$ cat src/design/pfc_pkg.sv
// Shared types and constants for the prime factor counter.
package pfc_pkg;

    localparam int COUNT_W = 5;
    localparam logic [COUNT_W-1:0] COUNT_MAX = 5'd31;

    typedef enum logic [3:0] {
        ST_IDLE  = 4'b0001,
        ST_DIV   = 4'b0010,
        ST_CHECK = 4'b0100,
        ST_DONE  = 4'b1000
    } t_state;

    function automatic logic [COUNT_W-1:0] sat_inc(input logic [COUNT_W-1:0] c);
        sat_inc = (c == COUNT_MAX) ? c : c + 1'b1;
    endfunction

endpackage

$ cat src/design/prime_factor_counter.sv
// Prime factor counter: counts prime factors with multiplicity by trial division.
//
// Input channel: i_valid / o_stall carrying i_value (VALUE_BITS bits, unsigned).
// Output channel: o_valid / i_stall carrying o_factor_count (5 bits, unsigned).
// A beat moves when valid is high and stall is low at a rising edge of i_clk.
// Each input beat yields exactly one output beat; 0 and 1 give a count of 0.
// The count saturates at 31.
// One serial restoring divider is shared by every trial step. Each trial
// division runs bit-serially in ST_DIV and is followed by a check in ST_CHECK;
// after the last check the item waits in ST_DONE until the output register is
// free. The number of divisions is about the number of trial divisors up to
// the square root of the final remainder plus one per prime factor found:
// about 23200 for a prime near 2^31.
// o_stall is high while an item is being worked on. A finished count sits in
// the output register until taken; the next item may be accepted meanwhile,
// and its result waits until the register is free.
// i_rst_n is synchronous and active low; it clears the sequencer and the
// output valid, and the block is ready in the next cycle.
module prime_factor_counter #(
    parameter int VALUE_BITS = 31
) (
    input  logic                        i_clk,
    input  logic                        i_rst_n,
    input  logic                        i_valid,
    output logic                        o_stall,
    input  logic [VALUE_BITS-1:0]       i_value,
    output logic                        o_valid,
    input  logic                        i_stall,
    output logic [pfc_pkg::COUNT_W-1:0] o_factor_count
);
    import pfc_pkg::*;

    localparam int DB = (VALUE_BITS + 1) / 2 + 1;
    localparam int BW = (VALUE_BITS > 1) ? $clog2(VALUE_BITS) : 1;
    localparam logic [BW-1:0] LAST_BIT = BW'(VALUE_BITS - 1);

    t_state                 r_state, n_state;
    logic [VALUE_BITS-1:0]  r_rem,   n_rem;
    logic [VALUE_BITS-1:0]  r_quo,   n_quo;
    logic [DB-1:0]          r_part,  n_part;
    logic [DB-1:0]          r_div,   n_div;
    logic [BW-1:0]          r_bit,   n_bit;
    logic [COUNT_W-1:0]     r_cnt,   n_cnt;
    logic                   r_out_valid, n_out_valid;
    logic [COUNT_W-1:0]     r_out_cnt,   n_out_cnt;

    logic [DB:0]            trial;
    logic [DB:0]            diff;
    logic                   out_free;

    assign trial    = {r_part, r_quo[VALUE_BITS-1]};
    assign diff     = trial - {1'b0, r_div};
    assign out_free = !r_out_valid || !i_stall;

    always_comb begin
        n_state     = r_state;
        n_rem       = r_rem;
        n_quo       = r_quo;
        n_part      = r_part;
        n_div       = r_div;
        n_bit       = r_bit;
        n_cnt       = r_cnt;
        n_out_valid = r_out_valid;
        n_out_cnt   = r_out_cnt;

        if (r_out_valid && !i_stall) begin
            n_out_valid = 1'b0;
        end

        case (r_state)
            ST_IDLE: begin
                if (i_valid) begin
                    n_rem   = i_value;
                    n_quo   = i_value;
                    n_part  = '0;
                    n_div   = DB'(2);
                    n_bit   = LAST_BIT;
                    n_cnt   = '0;
                    n_state = ST_DIV;
                end
            end
            ST_DIV: begin
                if (!diff[DB]) begin
                    n_part = diff[DB-1:0];
                    n_quo  = {r_quo[VALUE_BITS-2:0], 1'b1};
                end else begin
                    n_part = trial[DB-1:0];
                    n_quo  = {r_quo[VALUE_BITS-2:0], 1'b0};
                end
                n_bit = r_bit - 1'b1;
                if (r_bit == '0) begin
                    n_state = ST_CHECK;
                end
            end
            ST_CHECK: begin
                if (VALUE_BITS'(r_div) > r_quo) begin
                    if (r_rem > VALUE_BITS'(1)) begin
                        n_cnt = sat_inc(r_cnt);
                    end
                    n_state = ST_DONE;
                end else begin
                    if (r_part == '0) begin
                        n_rem = r_quo;
                        n_cnt = sat_inc(r_cnt);
                    end else begin
                        n_div = r_div + ((r_div == DB'(2)) ? DB'(1) : DB'(2));
                    end
                    n_quo   = (r_part == '0) ? r_quo : r_rem;
                    n_part  = '0;
                    n_bit   = LAST_BIT;
                    n_state = ST_DIV;
                end
            end
            ST_DONE: begin
                if (out_free) begin
                    n_out_valid = 1'b1;
                    n_out_cnt   = r_cnt;
                    n_state     = ST_IDLE;
                end
            end
            default: begin
                n_state = ST_IDLE;
            end
        endcase
    end

    always_ff @(posedge i_clk) begin
        if (!i_rst_n) begin
            r_state     <= ST_IDLE;
            r_out_valid <= 1'b0;
        end else begin
            r_state     <= n_state;
            r_out_valid <= n_out_valid;
        end
    end

    always_ff @(posedge i_clk) begin
        if (!i_rst_n) begin
            r_rem     <= '0;
            r_div     <= DB'(2);
            r_cnt     <= '0;
            r_out_cnt <= '0;
        end else begin
            r_rem     <= n_rem;
            r_div     <= n_div;
            r_cnt     <= n_cnt;
            r_out_cnt <= n_out_cnt;
        end
    end

    always_ff @(posedge i_clk) begin
        r_quo  <= n_quo;
        r_part <= n_part;
        r_bit  <= n_bit;
    end

    assign o_stall        = (r_state != ST_IDLE);
    assign o_valid        = r_out_valid;
    assign o_factor_count = r_out_cnt;

endmodule
$ cat config.mk
export PLATFORM = sky130hd
export DESIGN_NAME = prime_factor_counter
export DESIGN_NICKNAME = d
export VERILOG_FILES = /design/src/design/pfc_pkg.sv /design/src/design/prime_factor_counter.sv
export SDC_FILE = /design/constraint.sdc
export NUM_CORES = 1
export LEC_CHECK = 0
export ABC_AREA = 1
export BUFFER_PORTS_ARGS = -buffer_cell sky130_fd_sc_hd__buf_2
export CAP_MARGIN = 10
export CORE_MARGIN = 2
export CORE_UTILIZATION = 50
export CTS_CLUSTER_DIAMETER = 60
export DETAILED_ROUTE_END_ITERATION = 8
export GPL_TIMING_DRIVEN = 1
export HOLD_SLACK_MARGIN = 0.06
export PLACE_DENSITY = 0.68
export SLEW_MARGIN = 15
export SYNTH_ARGS = -nofsm -noshare
export SYNTH_HDL_FRONTEND = slang
export SYNTH_SLANG_ARGS = --single-unit
$ cat constraint.sdc
create_clock -name i_clk -period 9 [get_ports i_clk]
set_input_delay 1.35 -clock i_clk [delete_from_list [all_inputs] [get_ports i_clk]]
set_output_delay 1.35 -clock i_clk [all_outputs]
set_load 0.02 [all_outputs]
# After elaboration in Yosys (flattened, before gate mapping)
# Cells that the tools add are included.
[word_totals]
ff_bits = 116
input_bits = 35
out_inout_bits = 7
elab_cells = 75
[op_classes]
n_addsub = 4
order_cmp = 2
n_eq_ne = 14
muxes = 32
reduce_logical = 14
[op_table]
columns = ["op", "count"]
rows = [
  ["$mux W17", 6],
  ["$mux W31", 3],
  ["$pmux W31 S3", 1],
  ["$pmux W31 S2", 1],
  ["$pmux W17 S3", 1],
  ["$mux W5", 7],
  ["$pmux W17 S2", 1],
  ["$gt A17 B31 Y1", 1],
  ["$gt A31 B1 Y1 const B", 1],
  ["$sub A18 B17 Y18", 1],
  ["$add A17 B2 Y17", 1],
  ["$eq A17 B2 Y1 const B", 1],
  ["$logic_not A17 Y1", 1],
  ["$mux W4", 4],
  ["$pmux W4 S4", 1],
  ["$pmux W5 S3", 1],
  ["$ne A2 B2 Y1 const B", 5],
  ["$pmux W5 S2", 1],
  ["$reduce_and A3 Y1", 3],
  ["$reduce_and A4 Y1", 2],
  ["$ne A3 B3 Y1 const B", 2],
  ["$add A5 B1 Y5 const B", 1],
  ["$eq A5 B5 Y1 const B", 1],
  ["$logic_not A5 Y1", 1],
  ["other kinds (14)", 18],
]

# Longest topological paths before layout
# Gate-level depths: netlist of run 1.
[depth]
word_depth = 6
depth_mapped = 17
mapped_depth_nobuf = 17

# Least setup slack after synthesis of run 1
# Ideal clock, no wire load.
[synth_timing]
path_kind = "in2reg"
start = "input i_valid"
end = "register r_bit[0] (enable)"
setup_ns = 0.465
arrival_ns = 4.194
t_required_ns = 8.535
slack_ns = 4.341
stages = 5
n_path_buf = 2
path_cell_list = "or2_1 buf_2 buf_2 nand2_1 nor2_1"
[synth_between]
elab_chain_cells = 2
[synth_lines]
columns = ["element", "line_no", "text"]
rows = [
  ["from (decl)", "prime_factor_counter.sv:24", "input logic i_valid,"],
  ["$ne A2 B2 Y1 (no source line)", "-", ""],
  ["$reduce_and A3 Y1 (no source line)", "-", ""],
  ["to (signal assigned)", "prime_factor_counter.sv:154", "r_bit <= n_bit;"],
  ["to (decl)", "prime_factor_counter.sv:42", "logic [BW-1:0] r_bit, n_bit;"],
]
# No other way between the ends.
# A chain may end at the register's enable or synchronous reset.

# Final worst setup path of run 1
[layout_timing]
start = "register r_state[0]"
end = "register r_rem[0]"
[layout_between]
elab_chain_cells = 3
elab_cells_between_ends = 7
classes_between = "eq/ne: 4; mux: 1; reduce/logical: 2"
[layout_lines]
columns = ["element", "line_no", "text"]
rows = [
  ["from (decl)", "prime_factor_counter.sv:37", "t_state r_state, n_state;"],
  ["from (signal assigned)", "prime_factor_counter.sv:132", "r_state <= n_state;"],
  ["$eq A4 B3 Y1 or $eq A4 B1 Y1 (tied branches)", "prime_factor_counter.sv:70", "case (r_state)"],
  ["$ne A2 B2 Y1 (no source line) or $reduce_bool A2 Y1 (tied branches)", "-", ""],
  ["$reduce_and A3 Y1 (no source line)", "-", ""],
  ["to (signal assigned)", "prime_factor_counter.sv:144", "r_rem <= n_rem;"],
  ["to (decl)", "prime_factor_counter.sv:38", "logic [VALUE_BITS-1:0] r_rem, n_rem;"],
]
# Parallel ways exist; a longest one is shown, timed or not.

==> summary.txt, run 1 <==
Worst setup path
  • Category of the worst setup path capture point: register
  • Largest fanout of any net on the critical path: 47
  • Cell with the largest stage delay on the worst path: sky130_fd_sc_hd__nand2_2
  • Cells along the critical path: nor2_2 -> inv_2 -> nor3_4 -> buf_4 -> inv_2 -> nand2_1 -> nand2_1 -> inv_2 -> nand2_2 -> o21ai_1 -> nor2_1
  • Dominant cell type by count on the critical path: sky130_fd_sc_hd__inv_2
  • Setup Crit Path Kind: reg -> reg
  • Largest stage delay, worst path: 540 ps
  • CP arrival: about 3900 ps
  • Data required time of the critical path: 9300 ps
  • Kind of start point of the critical path: register

Place
  • Placement Setup Slack: 5170 ps
  • Port Buffer Count: 41
  • Number of placed cells counting well taps: 1271
  • HPWL after DPL: 13500 µm
  • Routability congestion estimate from global placement: 0.899

Pwr
  • P per Cell Area: 332 mW/mm²
  • Max VDD drop: 0.176 mV
  • Lkg Pwr: 3.61 nW

Outcome
  • Result of the run: finished clean

Layout
  • Area Growth Syn to Fin: 11.0%
  • Share of final-layout standard cells stronger than drive strength 1: 0.114
  • Non-filler instance count after layout: 1303
  • Fillcell total: about 1500
  • Antenna diodes: 0
  • Footprint of the multi-input gates: about 0.0042 mm²
  • Number of nets at the end of the flow: 1155
  • Storage element area: 0.00285 mm²

GRT
  • Total GRT Usage: 0.248
  • Wire length of the first global-routing pass: 32700 µm
  • Initial antenna violation count: 0
  • Pin count of the biggest net entering global routing: 52
  • Number of global-route vias before repair: 6587
  • Congestion Overflow GR: 0

Synthesis
  • Gate count after technology mapping: 1061
  • Post-Synthesis Cell Area: 0.00785 mm²
  • Commonest register cell after synthesis: sky130_fd_sc_hd__dfxtp_1
  • Synthesized area per cell: roughly 7.4 µm²
  • Sequential-to-total area share from yosys stat: 0.364
  • Post-synthesis async set-or-reset flop share: 0
  • Post-synth EDFFs: 53
  • Area leader, netlist: sky130_fd_sc_hd__edfxtp_1
  • Distinct cells, synth: 47
  • Synth top cells by count: sky130_fd_sc_hd__inv_1 (150), sky130_fd_sc_hd__nand2_1 (147), sky130_fd_sc_hd__nor2_1 (142), sky130_fd_sc_hd__a21oi_1 (99), sky130_fd_sc_hd__o21ai_0 (75)
  • Number of synthesized register bits: approximately 120
  • Warning count from the yosys run: 0
  • Area share of the largest cell type after synthesis: 0.203
  • Cell with the most instances after synthesis: sky130_fd_sc_hd__inv_1
  • Net count after synthesis: 1137
  • Ranking of synthesized cells by area: sky130_fd_sc_hd__edfxtp_1 (20%), sky130_fd_sc_hd__dfxtp_1 (16%), sky130_fd_sc_hd__inv_1 (7.2%), sky130_fd_sc_hd__nand2_1 (7.0%), sky130_fd_sc_hd__nor2_1 (6.8%)

Detailed routing
  • Detailed-route wire length: approximately 20000 µm
  • Per-cell routed wire length: 15.3 µm
  • DR pass1 iterations: 5
  • Via count: ~7100
  • # DRC: 0
  • Number of nets with antenna violations after routing: 0
  • Via-to-Cell Ratio: 5.46
  • Initial DRC count: approximately 540

Floorplan
  • Boundary pin count: 42
  • Placement row count: between 40 and 50
  • Vertical die dimension: 129 µm
  • Die Area: 0.0167 mm²
  • Die boundary width: 129 µm
  • Core ar.: 0.0153 mm²
  • Effective utilization at floorplan: 0.514

STA
  • Setup total negative slack: 0 ps
  • Slack of the critical path: approximately 5400 ps
  • Count of endpoints failing hold in the final timing report: 0
  • Maximum clock rate: approximately 280 MHz
  • Headroom to the max-slew limit: 0.245
  • Final cycle utilization of the critical path: 0.396
  • Final setup violation count: 0
  • Final max-slew violation count: 0
  • Worst clock skew: 12.9 ps
  • RSZ-0062 raised after global routing: false
  • Final critical delay including setup and external delays: 3560 ps
  • Transition time at the pin with the least slew margin: between 1000 and 1500 ps

Job
  • Number of maximum-capacitance constraint violations: 0

Clock network
  • Insertion delay to the later sink of the worst-skew pair: 420 ps
  • Number of buffers on the longest clock path: 2
  • Number of buffers inserted during clock tree synthesis: 17
  • Post-cts hold buffer count: 0
  • Root Buffer Master: sky130_fd_sc_hd__clkbuf_16
  • Maximum level of the CTS H-tree: 4
  • Post-CTS sizing: 0
  • Setup bufs post-CTS: 0
  • Clock tree from TritonCTS: yes
  • Clock sink total: roughly 120
  • Clock-pin slew on the worst setup and hold paths: 60 ps

Worst hold path
  • Worst Hold Class: reg -> reg
==> layout make-up <==
cell class                 count  share of cell area
timing repair buffer          45              0.0270
clock buffer                  20              0.0513
inverter                     156              0.0672
multi-input combinational    743               0.481
sequential                   116               0.328
tap                          211              0.0303
clock inverter                12              0.0158
==> logic make-up (layout without fill, tap and decap cells) <==
logic type / Yosys count / count (layout) / share of synthesized area
buffers and inverters: 202 / 233 / 0.105
AOI/OAI and AO/OA: 261 / 261 / 0.192
xor gates and xnor gates: 31 / 31 / 0.0346
and+or+nand+nor: 410 / 410 / 0.237
adders and majority gates: 41 / 41 / 0.0673
DFF: 116 / 116 / 0.364
==> report_power, final <==
part	internal, mW	leakage [nW]	total (mW)	switching [mW]
logic	0.407	2.30	1.28	0.869
registers	0.800	1.02	0.931	0.131
clock network	0.437	0.286	0.680	0.243
==> layout by cell type, fill, tap and decap left out, types with 29 or more instances in the layout <==
cell,count
sky130_fd_sc_hd__dfxtp_1,63
sky130_fd_sc_hd__buf_2,41
sky130_fd_sc_hd__o21ai_1,29
sky130_fd_sc_hd__nand2_1,147
sky130_fd_sc_hd__inv_1,150
sky130_fd_sc_hd__nand3_1,29
sky130_fd_sc_hd__nand4_1,37
sky130_fd_sc_hd__nor2_1,141
sky130_fd_sc_hd__a21oi_1,99
sky130_fd_sc_hd__ha_1,39
sky130_fd_sc_hd__o21ai_0,75
sky130_fd_sc_hd__edfxtp_1,53
==> flip-flops by register name (all words and copies together) (netlist names) <==
register        cells
o_factor_count      5
o_valid             1
r_div              17
r_state             4
r_part             17
r_bit               5
r_rem              31
r_cnt               5
r_quo              31
==> through the flow <==
step / util / hold slack, ps / total power [mW] / area (µm²)
after detailed placement: 0.533 / 436 / 2.20 / 8130
after CTS: 0.571 / 444 / 2.89 / 8710
after global routing: 0.571 / 458 / 3.12 / 8710
after floorplan: - / 452 / 1.94 / 7850
after global placement: 0.533 / 433 / 2.18 / 8130
final: 0.571 / 440 / 2.89 / 8710
==> metal layers <==
layer	part of all wire	global-route usage
met4	0.014	0.0678
met2	0.46	0.404
met5	0	0
met1	0.47	0.340
met3	0.052	0.0479
==> path summary, 6_finish.rpt <==
path,end,slack (ps),cells after the start,start
setup / recovery,r_rem[0],5440,11,r_state[0]
hold / removal,o_factor_count[4],440,2,o_factor_count[4]
setup reg to reg,r_rem[0],5440,11,r_state[0]
hold reg to reg,o_factor_count[4],440,2,o_factor_count[4]
==> worst max-delay path, delay by kind of cell, from the launching register on <==
kind | cells | cell delay [ps]
flip-flops | 1 | 350
buffers and inverters | 4 | 1550
AO/OA/AOI/OAI | 1 | 340
AND/OR/NAND/NOR | 6 | 1170
(Power assumes the default switching activity.)
==> run 2, diff against run 1 <==
- clock period: 9 -> 3.6 ns (I/O delays scaled with it)
==> summary.txt, run 2 (synthesis gave the netlist of run 1 again) <==
GRT
  • Total GRT Usage: 0.253 (+0.00424)
  • Initial antenna violation count: 1 (+1)
  • Wire length of the first global-routing pass: 33600 µm (+2.5%)
  • Pin count of the biggest net entering global routing: 51 (-1.9%)
  • Number of global-route vias before repair: 6846 (+3.9%)
  • Congestion Overflow GR: 0 (unchanged)

Worst setup path
  • Worst r2r path cells: 16 (+5)
  • CP arrival: 3320 ps (-540 ps)
  • Capture instance of the worst register-to-register path: r_div[16]
  • Category of the worst setup path capture point: register
  • Data required time of the critical path: 3930 ps (-5370 ps)
  • Reg2Reg Setup Slack: 610 ps (-4820 ps)
  • Setup Crit Path Kind: reg -> reg
  • Critical R2R Launch: r_div[9]
  • Largest fanout of any net on the critical path: 5 (-89%)
  • Kind of start point of the critical path: register

STA
  • Maximum clock rate: 335 MHz (+19%)
  • Worst clock skew: 6.22 ps (-6.66 ps)
  • Transition time at the pin with the least slew margin: 1090 ps (-46.5 ps)
  • RSZ-0062 raised after global routing: false
  • Final cycle utilization of the critical path: 0.830 (+0.433)
  • Final setup violation count: 0 (unchanged)
  • Headroom to the max-slew limit: 0.276 (+0.0310)
  • Final critical delay including setup and external delays: 2990 ps (-578 ps)
  • Slack of the critical path: 614 ps (-4820 ps)
  • Final max-slew violation count: 0 (unchanged)
  • Setup total negative slack: 0 ps (unchanged)
  • Count of endpoints failing hold in the final timing report: 0 (unchanged)

Place
  • Placement Setup Slack: 629 ps (-4540 ps)
  • Port Buffer Count: 41 (unchanged)
  • Post-DP Area: 0.00819 mm² (+0.83%)
  • HPWL after DPL: 13800 µm (+2.2%)
  • Routability congestion estimate from global placement: 0.925 (+2.9%)

Detailed routing
  • Initial DRC count: 766 (+41%)
  • Sum of met3 wire segment lengths after detailed routing: 1190 µm (+16%)
  • Detailed-route wire length: 19900 µm (about the same)
  • # DRC: 0 (unchanged)
  • Per-cell routed wire length: 15.2 µm (-0.70%)
  • Met2 wire length: 9330 µm (+1.2%)
  • Met1 wire length: 9120 µm (-2.9%)
  • Top routing layer in use: met5
  • Number of nets with antenna violations after routing: 0 (unchanged)
  • Via count: 7180 (+0.96%)
  • Via-to-Cell Ratio: 5.47 (+0.26%)
  • DR pass1 iterations: 5 (unchanged)

Layout
  • Area Growth Syn to Fin: 11.5%
  • Leading cell types in the layout, fill and taps excluded: sky130_fd_sc_hd__inv_1 (150), sky130_fd_sc_hd__nand2_1 (147), sky130_fd_sc_hd__nor2_1 (141)
  • Final Util: 0.573 (+0.00254)
  • Share of final-layout standard cells stronger than drive strength 1: 0.123 (+0.00815)
  • Largest registers: r_quo (31), r_rem (31)
  • Number of nets at the end of the flow: 1164 (+0.78%)
  • Antenna diodes: 0 (unchanged)
  • Most common cell after layout, fill and taps aside: sky130_fd_sc_hd__inv_1
  • Final design area excluding fillers: 0.00875 mm² (+0.45%)

Floorplan
  • Die boundary width: 129 µm (unchanged)
  • Die Area: 0.0167 mm² (unchanged)
  • Core ar.: 0.0153 mm² (unchanged)
  • Effective utilization at floorplan: 0.514 (unchanged)
  • Vertical die dimension: 129 µm (unchanged)
  • Placement row count: 45 (unchanged)
  • Boundary pin count: 42 (unchanged)

Clock network
  • Clock sink total: 116 (unchanged)
  • Setup bufs post-CTS: 0 (unchanged)
  • Maximum level of the CTS H-tree: 4 (unchanged)
  • Insertion delay to the later sink of the worst-skew pair: 410 ps (about the same)
  • Post-CTS sizing: 0 (unchanged)
  • Clock tree from TritonCTS: yes
  • Clock-pin slew on the worst setup and hold paths: 50 ps (about the same)
  • Number of buffers on the longest clock path: 2 (unchanged)
  • Number of buffers inserted during clock tree synthesis: 17 (unchanged)
  • Post-cts hold buffer count: 0 (unchanged)
  • Root Buffer Master: sky130_fd_sc_hd__clkbuf_16

Worst hold path
  • Worst min-delay path startpoint: i_stall
  • Worst Hold Class: in -> reg
  • Hold Path End: o_valid
  • Cell depth of the worst min-delay path: 3 (+1)

Pwr
  • Total power draw: 7.21 mW (+150%)
  • Sequential Power Share: 0.323 (about the same)
  • Part of the power in combinational logic: 0.456 (+0.014)
  • Net switching power: 3.14 mW (+150%)
  • Switching share of power: 0.436 (+0.00498)
  • Int Power: 4.07 mW (+150%)
  • P per Cell Area: 824 mW/mm² (+150%)
  • Part of the total power dissipated in the clock network: 0.221 (-0.015)
  • Max VDD drop: 0.477 mV (+170%)
  • Lkg Pwr: 3.64 nW (+0.89%)

Job
  • Number of maximum-capacitance constraint violations: 0 (unchanged)

Outcome
  • Result of the run: finished clean
run 2: worst max-delay path: stages (launching register included):
cell,delay (ps)
sky130_fd_sc_hd__dfxtp_1,340
sky130_fd_sc_hd__inv_1,160
sky130_fd_sc_hd__nand4_1,100
sky130_fd_sc_hd__nor2_1,110
sky130_fd_sc_hd__nand4_1,100
sky130_fd_sc_hd__nor4_1,180
sky130_fd_sc_hd__buf_4,170
sky130_fd_sc_hd__ha_1,180
sky130_fd_sc_hd__inv_1,60
sky130_fd_sc_hd__fa_1,430
sky130_fd_sc_hd__nor2_1,240
sky130_fd_sc_hd__and2_1,200
sky130_fd_sc_hd__nand3_1,90
sky130_fd_sc_hd__xor2_1,160
sky130_fd_sc_hd__nor2_1,90
sky130_fd_sc_hd__nand4_1,120
sky130_fd_sc_hd__a21oi_2,160
run 2: power groups by stage:
stage	Sequential [mW]	Clock, mW	Combinational (mW)
6_report	2.33	1.59	3.29
5_1_grt	2.39	1.67	3.73
4_1_cts	2.32	1.61	3.28
3_5_place_dp	2.34	0	3.26
3_3_place_gp	2.34	0	3.23
2_1_floorplan	2.26	0	2.57
run 2: worst max-delay path by stage:
stage                         from         to  slack (ps)  depth (start not counted)
after floorplan           r_div[0]   r_bit[0]         180                         11
after global placement    r_div[9]  r_div[14]         700                         15
after detailed placement  r_div[9]  r_div[16]         630                         16
after CTS                 r_div[9]  r_div[16]         600                         16
after global routing      r_div[9]  r_div[14]         250                         15
final                     r_div[9]  r_div[16]         610                         16
run 2: area by class of cell:
type                       instances  area, µm²
clock inverter                    10       80.1
tap                              211        264
inverter                         156        586
fill                            1486       6510
sequential                       116       2850
clock buffer                      22        475
multi-input combinational        743       4190
timing repair buffer              54        303
run 2: layer usage:
metal  track usage  vias to the layer above
met5             0                        -
met4        0.0684                        2
met3        0.0446                       23
met2         0.416                      215
met1         0.344                     3294
li1              -                     3646
run 2: through the flow:
step	std cells	hold slack (ps)
after floorplan	1061	452
after global placement	1280	437
after detailed placement	1280	439
after CTS	1312	430
after global routing	1312	448
final	1312	440
